<file path="src/hdl/exg_pkg.sv">
// ----------------------------------------------------------------------------
// exg_pkg
// Shared types and codes for the Exp-Golomb bit writer: input and result
// words, item kinds, status codes and the controller/datapath link.
// ----------------------------------------------------------------------------
package exg_pkg;

  // Number of low value bits that are coded.
  localparam int VALUE_WIDTH = 32;

  localparam int KIND_W   = 3;
  localparam int WIDTH_W  = 6;
  localparam int DATA_W   = 32;
  localparam int COUNT_W  = 25;
  localparam int STATUS_W = 2;
  localparam int BYTE_W   = 8;

  // Reset value of the byte limit register.
  localparam logic [COUNT_W-1:0] LIMIT_RESET = COUNT_W'(16777216);

  // Item kinds.
  localparam logic [KIND_W-1:0] KIND_RAW     = 3'd0;
  localparam logic [KIND_W-1:0] KIND_UE      = 3'd1;
  localparam logic [KIND_W-1:0] KIND_SE      = 3'd2;
  localparam logic [KIND_W-1:0] KIND_FLUSH   = 3'd3;
  localparam logic [KIND_W-1:0] KIND_RESTART = 3'd4;

  // Result status codes.
  localparam logic [STATUS_W-1:0] STATUS_OK      = 2'd0;
  localparam logic [STATUS_W-1:0] STATUS_LIMIT   = 2'd1;
  localparam logic [STATUS_W-1:0] STATUS_NOT_ENC = 2'd2;

  // One input word.
  typedef struct packed {
    logic [KIND_W-1:0]  kind;
    logic [WIDTH_W-1:0] width;
    logic [DATA_W-1:0]  value;
  } in_word_t;

  // One result word.
  typedef struct packed {
    logic [BYTE_W-1:0]   out_byte;
    logic                byte_valid;
    logic                last;
    logic [STATUS_W-1:0] status;
    logic [COUNT_W-1:0]  bytes_written;
  } out_word_t;

  // Commands from the controller to the datapath.
  typedef struct packed {
    logic load;   // capture the input word
    logic prep;   // set up the bit field for the item
    logic len;    // size the Exp-Golomb code word
    logic run;    // pack bits, at most one byte per cycle
  } exg_cmd_t;

  // Status from the datapath to the controller.
  typedef struct packed {
    logic need_len;   // item needs the code length step
    logic item_done;  // last packing step of the item fired
  } exg_sts_t;

endpackage

</file>
<file path="src/hdl/exp_golomb_bit_writer.sv">
// ----------------------------------------------------------------------------
// exp_golomb_bit_writer
// MSB-first bit packer with raw, unsigned and signed Exp-Golomb writes,
// flush and restart, and a configurable output byte limit.
//
//   Channel  Direction  Handshake             Word
//   in       input      in_valid / in_stall   in_word_t (kind, width, value)
//   out      output     out_valid / out_stall out_word_t (byte and status)
//   cfg      input      cfg_wr_en             byte_limit, 25 bits
//
// A word is captured, then set up, then for encodable Exp-Golomb kinds the
// code is sized; the byte packer then gives the result words, and trailing
// bits go into the partial byte. The next word waits until this one is done.
// The packer moves at most one byte a cycle; a stalled result register
// holds it back. Reset clears the partial byte and the count and sets the
// byte limit to 16777216.
// ----------------------------------------------------------------------------
module exp_golomb_bit_writer (
  input  logic                        clk,
  input  logic                        rst,
  input  logic                        in_valid,
  output logic                        in_stall,
  input  exg_pkg::in_word_t           in_word,
  output logic                        out_valid,
  input  logic                        out_stall,
  output exg_pkg::out_word_t          out_word,
  input  logic                        cfg_wr_en,
  input  logic [exg_pkg::COUNT_W-1:0] cfg_wr_data
);
  import exg_pkg::*;

  exg_cmd_t cmd;
  exg_sts_t sts;

  // Sequencer.
  exg_ctrl u_ctrl (
    .clk      (clk),
    .rst      (rst),
    .in_valid (in_valid),
    .in_stall (in_stall),
    .cmd      (cmd),
    .sts      (sts)
  );

  // Coder and byte packer.
  exg_datapath u_datapath (
    .clk         (clk),
    .rst         (rst),
    .cfg_wr_en   (cfg_wr_en),
    .cfg_wr_data (cfg_wr_data),
    .in_word     (in_word),
    .cmd         (cmd),
    .sts         (sts),
    .out_valid   (out_valid),
    .out_stall   (out_stall),
    .out_word    (out_word)
  );

endmodule

</file>
<file path="src/hdl/exg_ctrl.sv">
// ----------------------------------------------------------------------------
// exg_ctrl
// Sequencer for the Exp-Golomb bit writer: takes one word at a time and
// walks it through the prepare, length and packing steps of the datapath.
// ----------------------------------------------------------------------------
module exg_ctrl (
  input  logic              clk,
  input  logic              rst,
  input  logic              in_valid,
  output logic              in_stall,
  output exg_pkg::exg_cmd_t cmd,
  input  exg_pkg::exg_sts_t sts
);
  import exg_pkg::*;

  typedef enum logic [3:0] {
    ST_IDLE = 4'b0001,
    ST_PREP = 4'b0010,
    ST_LEN  = 4'b0100,
    ST_RUN  = 4'b1000
  } state_t;

  state_t state;
  state_t state_next;

  // Next state.
  always_comb begin
    state_next = state;
    unique case (state)
      ST_IDLE: begin
        if (in_valid) begin
          state_next = ST_PREP;
        end
      end
      ST_PREP: begin
        state_next = sts.need_len ? ST_LEN : ST_RUN;
      end
      ST_LEN: begin
        state_next = ST_RUN;
      end
      ST_RUN: begin
        if (sts.item_done) begin
          state_next = ST_IDLE;
        end
      end
      default: begin
        state_next = ST_IDLE;
      end
    endcase
  end

  // State register.
  always_ff @(posedge clk) begin
    if (rst) begin
      state <= ST_IDLE;
    end else begin
      state <= state_next;
    end
  end

  // Handshake and datapath commands.
  assign in_stall = (state != ST_IDLE);
  assign cmd.load = (state == ST_IDLE) && in_valid;
  assign cmd.prep = (state == ST_PREP);
  assign cmd.len  = (state == ST_LEN);
  assign cmd.run  = (state == ST_RUN);

endmodule

</file>
<file path="src/hdl/exg_datapath.sv">
// ----------------------------------------------------------------------------
// exg_datapath
// Datapath of the Exp-Golomb bit writer: item register, code word builder,
// code length finder, byte packer with limit check, and the result register.
// ----------------------------------------------------------------------------
module exg_datapath (
  input  logic                             clk,
  input  logic                             rst,
  input  logic                             cfg_wr_en,
  input  logic [exg_pkg::COUNT_W-1:0]      cfg_wr_data,
  input  exg_pkg::in_word_t                in_word,
  input  exg_pkg::exg_cmd_t                cmd,
  output exg_pkg::exg_sts_t                sts,
  output logic                             out_valid,
  input  logic                             out_stall,
  output exg_pkg::out_word_t               out_word
);
  import exg_pkg::*;

  localparam logic [DATA_W-1:0]  VMASK = DATA_W'((64'd1 << VALUE_WIDTH) - 64'd1);
  localparam logic [DATA_W-1:0]  VSIGN = DATA_W'(64'd1 << (VALUE_WIDTH - 1));
  localparam logic [WIDTH_W-1:0] VW    = WIDTH_W'(VALUE_WIDTH);

  // Index of the highest set bit of a 4-bit group.
  function automatic logic [1:0] msb4(input logic [3:0] x);
    logic [1:0] idx;
    idx = 2'd0;
    for (int i = 0; i < 4; i++) begin
      if (x[i]) begin
        idx = 2'(i);
      end
    end
    return idx;
  endfunction

  // Index of the highest set bit of a byte.
  function automatic logic [2:0] msb8(input logic [7:0] x);
    logic [2:0] idx;
    idx = 3'd0;
    for (int i = 0; i < 8; i++) begin
      if (x[i]) begin
        idx = 3'(i);
      end
    end
    return idx;
  endfunction

  // Configuration and writer state.
  logic [COUNT_W-1:0]  byte_limit;
  logic [6:0]          partial;
  logic [2:0]          pcount;
  logic [COUNT_W-1:0]  emitted;

  // Item registers.
  logic [KIND_W-1:0]   kind;
  logic [WIDTH_W-1:0]  width;
  logic [DATA_W-1:0]   value;

  // Bit field being packed: the low rem bits of code, zeros above bit 31.
  logic [DATA_W-1:0]   code;
  logic [3:0]          nz;
  logic [WIDTH_W-1:0]  rem;
  logic [STATUS_W-1:0] st;
  logic                sent;

  // Code word setup.
  logic [DATA_W-1:0]   vin;
  logic [DATA_W-1:0]   mag;
  logic [DATA_W-1:0]   code_c;
  logic                not_enc;

  always_comb begin
    vin     = value & VMASK;
    mag     = ((VMASK ^ vin) + DATA_W'(1)) & VMASK;
    not_enc = 1'b0;
    code_c  = vin + DATA_W'(1);
    if (kind == KIND_UE) begin
      not_enc = (vin == VMASK);
    end else if (kind == KIND_SE) begin
      not_enc = (vin == VSIGN);
      if (vin == '0) begin
        code_c = DATA_W'(1);
      end else if ((vin & VSIGN) != '0) begin
        code_c = {mag[DATA_W-2:0], 1'b1};
      end else begin
        code_c = {vin[DATA_W-2:0], 1'b0};
      end
    end
  end

  // Code length: 2*nbits - 1 where nbits is the length of the code word.
  logic [1:0]         top_grp;
  logic [7:0]         top_byte;
  logic [2:0]         top_pos;
  logic [WIDTH_W-1:0] len_c;

  always_comb begin
    top_grp  = msb4(nz);
    top_byte = code[{top_grp, 3'b000} +: 8];
    top_pos  = msb8(top_byte);
    len_c    = {top_grp, top_pos, 1'b1};
  end

  // Packing step: take up to one byte's worth of bits.
  logic [3:0]         room;
  logic [3:0]         k;
  logic               fill;
  logic [71:0]        wide;
  logic [7:0]         newbits;
  logic [7:0]         acc;
  logic [COUNT_W-1:0] emitted_inc;
  logic [WIDTH_W-1:0] rem_after;
  logic               refused;
  logic               refuse_next;
  logic               final_word;
  logic               ends;
  logic               needs_out;
  logic               out_free;
  logic               step_go;
  logic [COUNT_W-1:0] bw_now;
  out_word_t          res;

  always_comb begin
    room        = 4'd8 - {1'b0, pcount};
    k           = (rem < {2'b00, room}) ? rem[3:0] : room;
    fill        = (({1'b0, pcount} + k) == 4'd8);
    wide        = {32'd0, code, 8'h00} >> rem;
    newbits     = wide[7:0] >> (4'd8 - k);
    acc         = ({1'b0, partial} << k) | newbits;
    emitted_inc = emitted + COUNT_W'(1);
    rem_after   = rem - {2'b00, k};
    refused     = (emitted >= byte_limit);
    refuse_next = (rem_after != '0) && (emitted_inc >= byte_limit);
    final_word  = refuse_next || (rem_after < WIDTH_W'(8));
    bw_now      = emitted + COUNT_W'(pcount != 3'd0);

    res            = '0;
    res.last       = 1'b1;
    ends           = 1'b1;
    needs_out      = !sent;
    priority if (rem == '0) begin
      res.status        = st;
      res.bytes_written = bw_now;
    end else if (refused) begin
      res.status        = STATUS_LIMIT;
      res.bytes_written = bw_now;
    end else if (fill) begin
      needs_out         = 1'b1;
      ends              = refuse_next || (rem_after == '0);
      res.out_byte      = acc;
      res.byte_valid    = 1'b1;
      res.last          = final_word;
      res.status        = refuse_next ? STATUS_LIMIT : STATUS_OK;
      res.bytes_written = emitted_inc +
                          COUNT_W'(final_word && !refuse_next && (rem_after != '0));
    end else begin
      // The rest of the field fits in the partial byte.
      res.status        = STATUS_OK;
      res.bytes_written = emitted + COUNT_W'(1);
    end

    out_free      = !out_valid || !out_stall;
    step_go       = cmd.run && (!needs_out || out_free);
    sts.item_done = step_go && ends;
    sts.need_len  = ((kind == KIND_UE) || (kind == KIND_SE)) && !not_enc;
  end

  // Byte limit register.
  always_ff @(posedge clk) begin
    if (rst) begin
      byte_limit <= LIMIT_RESET;
    end else if (cfg_wr_en) begin
      byte_limit <= cfg_wr_data;
    end
  end

  // Item capture.
  always_ff @(posedge clk) begin
    if (cmd.load) begin
      kind  <= in_word.kind;
      width <= in_word.width;
      value <= in_word.value;
    end
  end

  // Bit field setup, length step and packing progress.
  always_ff @(posedge clk) begin
    if (cmd.prep) begin
      st   <= not_enc ? STATUS_NOT_ENC : STATUS_OK;
      sent <= 1'b0;
      unique case (kind)
        KIND_RAW: begin
          code <= vin;
          nz   <= '0;
          rem  <= (width > VW) ? VW : width;
        end
        KIND_UE, KIND_SE: begin
          code <= code_c;
          nz   <= {|code_c[31:24], |code_c[23:16], |code_c[15:8], |code_c[7:0]};
          rem  <= '0;
        end
        KIND_FLUSH: begin
          code <= '0;
          nz   <= '0;
          rem  <= (pcount == 3'd0) ? WIDTH_W'(0) : WIDTH_W'(4'd8 - {1'b0, pcount});
        end
        default: begin
          code <= '0;
          nz   <= '0;
          rem  <= '0;
        end
      endcase
    end else if (cmd.len) begin
      rem <= len_c;
    end else if (step_go && (rem != '0) && !refused) begin
      rem <= rem_after;
      if (fill) begin
        sent <= final_word;
      end
    end
  end

  // Partial byte and emitted count.
  always_ff @(posedge clk) begin
    if (rst) begin
      partial <= '0;
      pcount  <= '0;
      emitted <= '0;
    end else if (cmd.prep && (kind == KIND_RESTART)) begin
      partial <= '0;
      pcount  <= '0;
      emitted <= '0;
    end else if (step_go && (rem != '0) && !refused) begin
      if (fill) begin
        partial <= '0;
        pcount  <= '0;
        emitted <= emitted_inc;
      end else begin
        partial <= acc[6:0];
        pcount  <= 3'(({1'b0, pcount} + k));
      end
    end
  end

  // Result register.
  always_ff @(posedge clk) begin
    if (rst) begin
      out_valid <= 1'b0;
    end else if (step_go && needs_out) begin
      out_valid <= 1'b1;
    end else if (!out_stall) begin
      out_valid <= 1'b0;
    end
  end

  always_ff @(posedge clk) begin
    if (step_go && needs_out) begin
      out_word <= res;
    end
  end

endmodule
</file>
<file path="config.mk">
export PLATFORM = sky130hd
export DESIGN_NAME = exp_golomb_bit_writer
export DESIGN_NICKNAME = d
export VERILOG_FILES = /design/src/hdl/exg_pkg.sv /design/src/hdl/exp_golomb_bit_writer.sv /design/src/hdl/exg_ctrl.sv /design/src/hdl/exg_datapath.sv
export SDC_FILE = /design/constraint.sdc
export NUM_CORES = 1
export LEC_CHECK = 0
export ABC_AREA = 1
export BUFFER_PORTS_ARGS = -buffer_cell sky130_fd_sc_hd__buf_2
export CAP_MARGIN = 20
export CORE_MARGIN = 8
export CORE_UTILIZATION = 55
export CTS_CLUSTER_SIZE = 14
export DETAILED_ROUTE_END_ITERATION = 16
export HOLD_SLACK_MARGIN = 0.1
export PLACE_DENSITY = 0.74
export SETUP_SLACK_MARGIN = 0.3
export SYNTH_ARGS = -nofsm -noshare
export SYNTH_HDL_FRONTEND = slang
export SYNTH_SLANG_ARGS = --single-unit
export TNS_END_PERCENT = 10
</file>
<file path="constraint.sdc">
create_clock -name clk -period 6.2 [get_ports clk]
set_input_delay 1.24 -clock clk [delete_from_list [all_inputs] [get_ports clk]]
set_output_delay 1.24 -clock clk [all_outputs]
set_load 0.005 [all_outputs]
</file>
==> impl_results.md <==
* Synth Area in Compound Gates at 11.4%
* CTS Buf Count at 17
* DP Area at 15900 sq um
* Simple-Gate Fraction of Synth Area at 36.7%
* Fin. max-slew vios at 0
* Crit end category: register
* Max-slew headroom at 35.9%
* Initial core utilization at 56.0%
* Fin crit share at 86.5%
* Final Non-Filler Cells at 2682
* I/O Pins at 110
* Sequential share of the synthesized area at 32.6%
* Sink of the worst hold path: u_datapath.partial[1]
* RR Endpoint: u_datapath.out_word[10]
* Fin area at 16600 sq um
* Adder-Cell Fraction of Synth Area at 5.55%
* Worst-path clk slew at around 0.08 ns
* Synth unique cells at 55
* Post-synth top area cell: edfxtp_1
* Crit path launch type: register
* Port bufs at 109
* Synth Instances at 2251
* Synthesis Warnings at 0
* Drt pass-1 iters at 6
* Placed insts at 2648
* Fmax at 186 MHz
* Post-synth top area share at 23.9%
* Hold Path Origin: u_datapath.partial[1]
* RSZ-0062 raised after global routing: no
* Multi-input logic area at 8970 sq um
* Residual DRC at 0
* Total power at 3.06 mW
* Synth-to-Final Area Change at 10.1%
* FILL cells at ~2500
* Grt met3 use at 5.25%
* Syn avg cell area at 6.70 sq um
* Post-DR vias/cell at approximately 5.9
* Gr usage total at ~29%
* Final WS setup at 0.838 ns
* Setup Skew at 0.0212 ns
* Minimum clock period at 5.36 ns
* DP Wirelength at approximately 39 mm
* Starting DRC count in detailed routing at 2054
* M1 GR Usage at approximately 45%
* Critical path type: register to register
* Setup violators final at 0
* CTS HTree Levels at 4
* Total grt overflow at 0
* Via count at 15743
* Hold depth at 2
* Top area cells in the synthesized netlist: edfxtp_1 (24%), nand2_1 (16%), dfxtp_1 (8.8%), nand3_1 (7.7%), nor2_1 (6.3%)
* Pleak at 7.55 nW
* Setup TNS at 0 ns
* FF/Latch Area at 4920 sq um
* Crit path max fanout at 6
* Clk_lat worst skew at around 0.44 ns
* Area of the core at 27000 sq um
* Post-synthesis mux area share at less than 1%
* Global Route met2 Usage at 41.1%
* Die X at 182 um
* Syn_nets at roughly 2400
* Ratio of cells with drive above 1 in the final layout at 9.53%
* Worst-case reg-to-reg path depth at 27
* Nets at 2466
* FF-to-FF Start: u_datapath.emitted[12]
* FP Rows at 60
* Root Buffer: clkbuf_16
* Antenna-violating nets left at 0
* Worst Path Required at 6.50 ns
* Worst vdd ir at 0.000123 V
* Post-Synth XOR/XNOR Area at around 5.2%
* Synthesized flop and latch total at around 190
* Hold Path Class: register to register
* Status: completed
* GR peak layer: met1
* Antenna violations before repair at 0
* Number of global-route vias before repair at 14289
* Max Cap Viol at 0
* Die area at 33000 sq um
* Synthesized area at 15100 sq um
* WL final at between 40 and 50 mm
* Clk buf depth at 2
* Largest family of logic cells by synthesized area: simple AND/OR/NAND/NOR gates
* DIE HEIGHT at 182 um
* Final Hold Fails at 0
* Post-place setup slack at ~0.56 ns
* Flop2flop setup slack at 0.84 ns
* Final GP Congestion at ~1.0
* Avg WL per Cell at 18.3 um
* TritonCTS clock tree: yes
* First-pass GRT wire length at 76.8 mm
* Largest net degree at the start of global routing at 51
* Clock tree sinks at ~190
* Critical Path Start: u_datapath.emitted[12]
* Least-Margin Pin Slew at 0.961 ns
* Cell Pwr Density at 184 nW/um^2
* Worst EP arrival at 5.66 ns
* ANT cells at 0
-- registers in the layout, indices dropped and copies added (netlist names) --
signal / flops
u_datapath.out_word: 37
u_datapath.code: 32
u_datapath.value: 32
u_datapath.byte_limit: 25
u_datapath.emitted: 25
u_datapath.partial: 7
u_datapath.rem: 6
u_datapath.width: 6
u_ctrl.state: 4
u_datapath.kind: 3
u_datapath.nz: 3
u_datapath.pcount: 3
u_datapath.out_valid: 1
u_datapath.sent: 1
u_datapath.st: 1
-- logic make-up after synthesis --
kind of cell / count (synthesis)
muxes: 2
AOI/OAI and AO/OA: 305
adders and majority gates: 67
DFF: 186
buffers and inverters: 320
xor gates and xnor gates: 88
and+or+nand+nor: 1283
-- placed cells by master (no fill, tap or decap), types with 8 or more instances in the layout --
cell type	instances
clkbuf_16	19
a31oi_1	8
inv_1	230
nand3_1	232
nor3_1	46
a21oi_1	110
edfxtp_1	120
dfxtp_1	66
o21ai_0	118
o211ai_1	19
buf_2	109
nand4_1	54
nor4_1	10
nand2_1	635
ha_1	67
o22ai_1	11
nor2_1	252
buf_4	27
xor2_1	83
-- timing repair --
action | CTS | global route
setup buffers | 0 | 0
setup endpoints to repair | 0 | 6
gates resized for setup | 0 | 7
hold buffers | 0 | 0
-- synth_stat cells, drive strengths merged --
library cell	count
nor4	12
a21oi	111
clkinv	5
mux2i	2
a31oi	9
a21o	1
nor3	51
a22oi	4
inv	235
o2111ai	3
or2	7
clkbuf	57
o211ai	19
a221oi	1
o21bai	2
dfxtp	66
and2	3
o21a	4
a32o	5
a21boi	1
edfxtp	120
o21ai	125
xnor2	2
nand3	237
ha	67
nor2	265
or4	1
nand2	646
o22ai	11
nand4	54
xor2	86
buf	23
nor3b	2
nand3b	5
a32oi	2
o31ai	2
o311ai	1
o221ai	3
a211oi	1
-- metal layers --
metal,wire (um),vias up,share of wire (%)
met3,5480,74,11
met5,0,-,0
met2,19500,871,40
li1,-,7664,-
met4,928,0,1.9
met1,23100,7134,47
-- power by group --
| group | internal, mW | switching [mW] | total [mW] |
|---|---|---|---|
| Combinational | 0.161 | 0.343 | 0.504 |
| Clock | 0.590 | 0.537 | 1.13 |
| Sequential | 1.37 | 0.0516 | 1.43 |
| Total | 2.13 | 0.931 | 3.06 |
-- cell type report --
cell class | count | area share, %
Tap cell | 341 | 2.57
Clock inverter | 10 | 0.580
Timing Repair Buffer | 138 | 4.79
Inverter | 240 | 5.42
Sequential cell | 186 | 29.6
Clock buffer | 22 | 2.99
Multi-Input combinational cell | 1745 | 54.0
-- how the worst max path moves through the flow --
| stage | depth (start not counted) | slack [ns] | endpoint |
|---|---|---|---|
| 3_3_place_gp | 28 | 0.76 | u_datapath.out_word[10] |
| 6_report | 27 | 0.84 | u_datapath.out_word[10] |
| 2_1_floorplan | 34 | 1.42 | u_datapath.out_word[10] |
| 4_1_cts | 28 | 0.49 | u_datapath.out_word[10] |
| 3_5_place_dp | 28 | 0.56 | u_datapath.out_word[10] |
| 5_1_grt | 31 | 0.33 | u_datapath.out_word[10] |
-- per-stage QoR --
stage	hold WS, ns	utilization, %
2_1_floorplan	0.439	-
3_3_place_gp	0.451	59.1
3_5_place_dp	0.454	59.1
4_1_cts	0.465	61.3
5_1_grt	0.502	61.6
6_report	0.469	61.6
-- critical path, stage by stage (launching register included) --
cell and delay, ns:
dfxtp_1 0.53, inv_1 0.14, nor3_2 0.35, nand2_1 0.14, nor4_2 0.22, nand2_1 0.11, xor2_1 0.23, inv_1 0.17
ha_1 0.35, a21oi_1 0.13, o21ai_0 0.12, a21oi_1 0.14, nand3_1 0.09, a31oi_1 0.25, buf_4 0.21, nand2_1 0.06
nor2_1 0.11, ha_1 0.22, ha_1 0.19, inv_1 0.07, nor3_2 0.30, nand3_1 0.18, nor3_2 0.26, nand3_1 0.12
nor2_1 0.15, xor2_1 0.18, nand2_1 0.07, a21oi_1 0.13
Note: power is estimated with default switching activity, not from simulation.
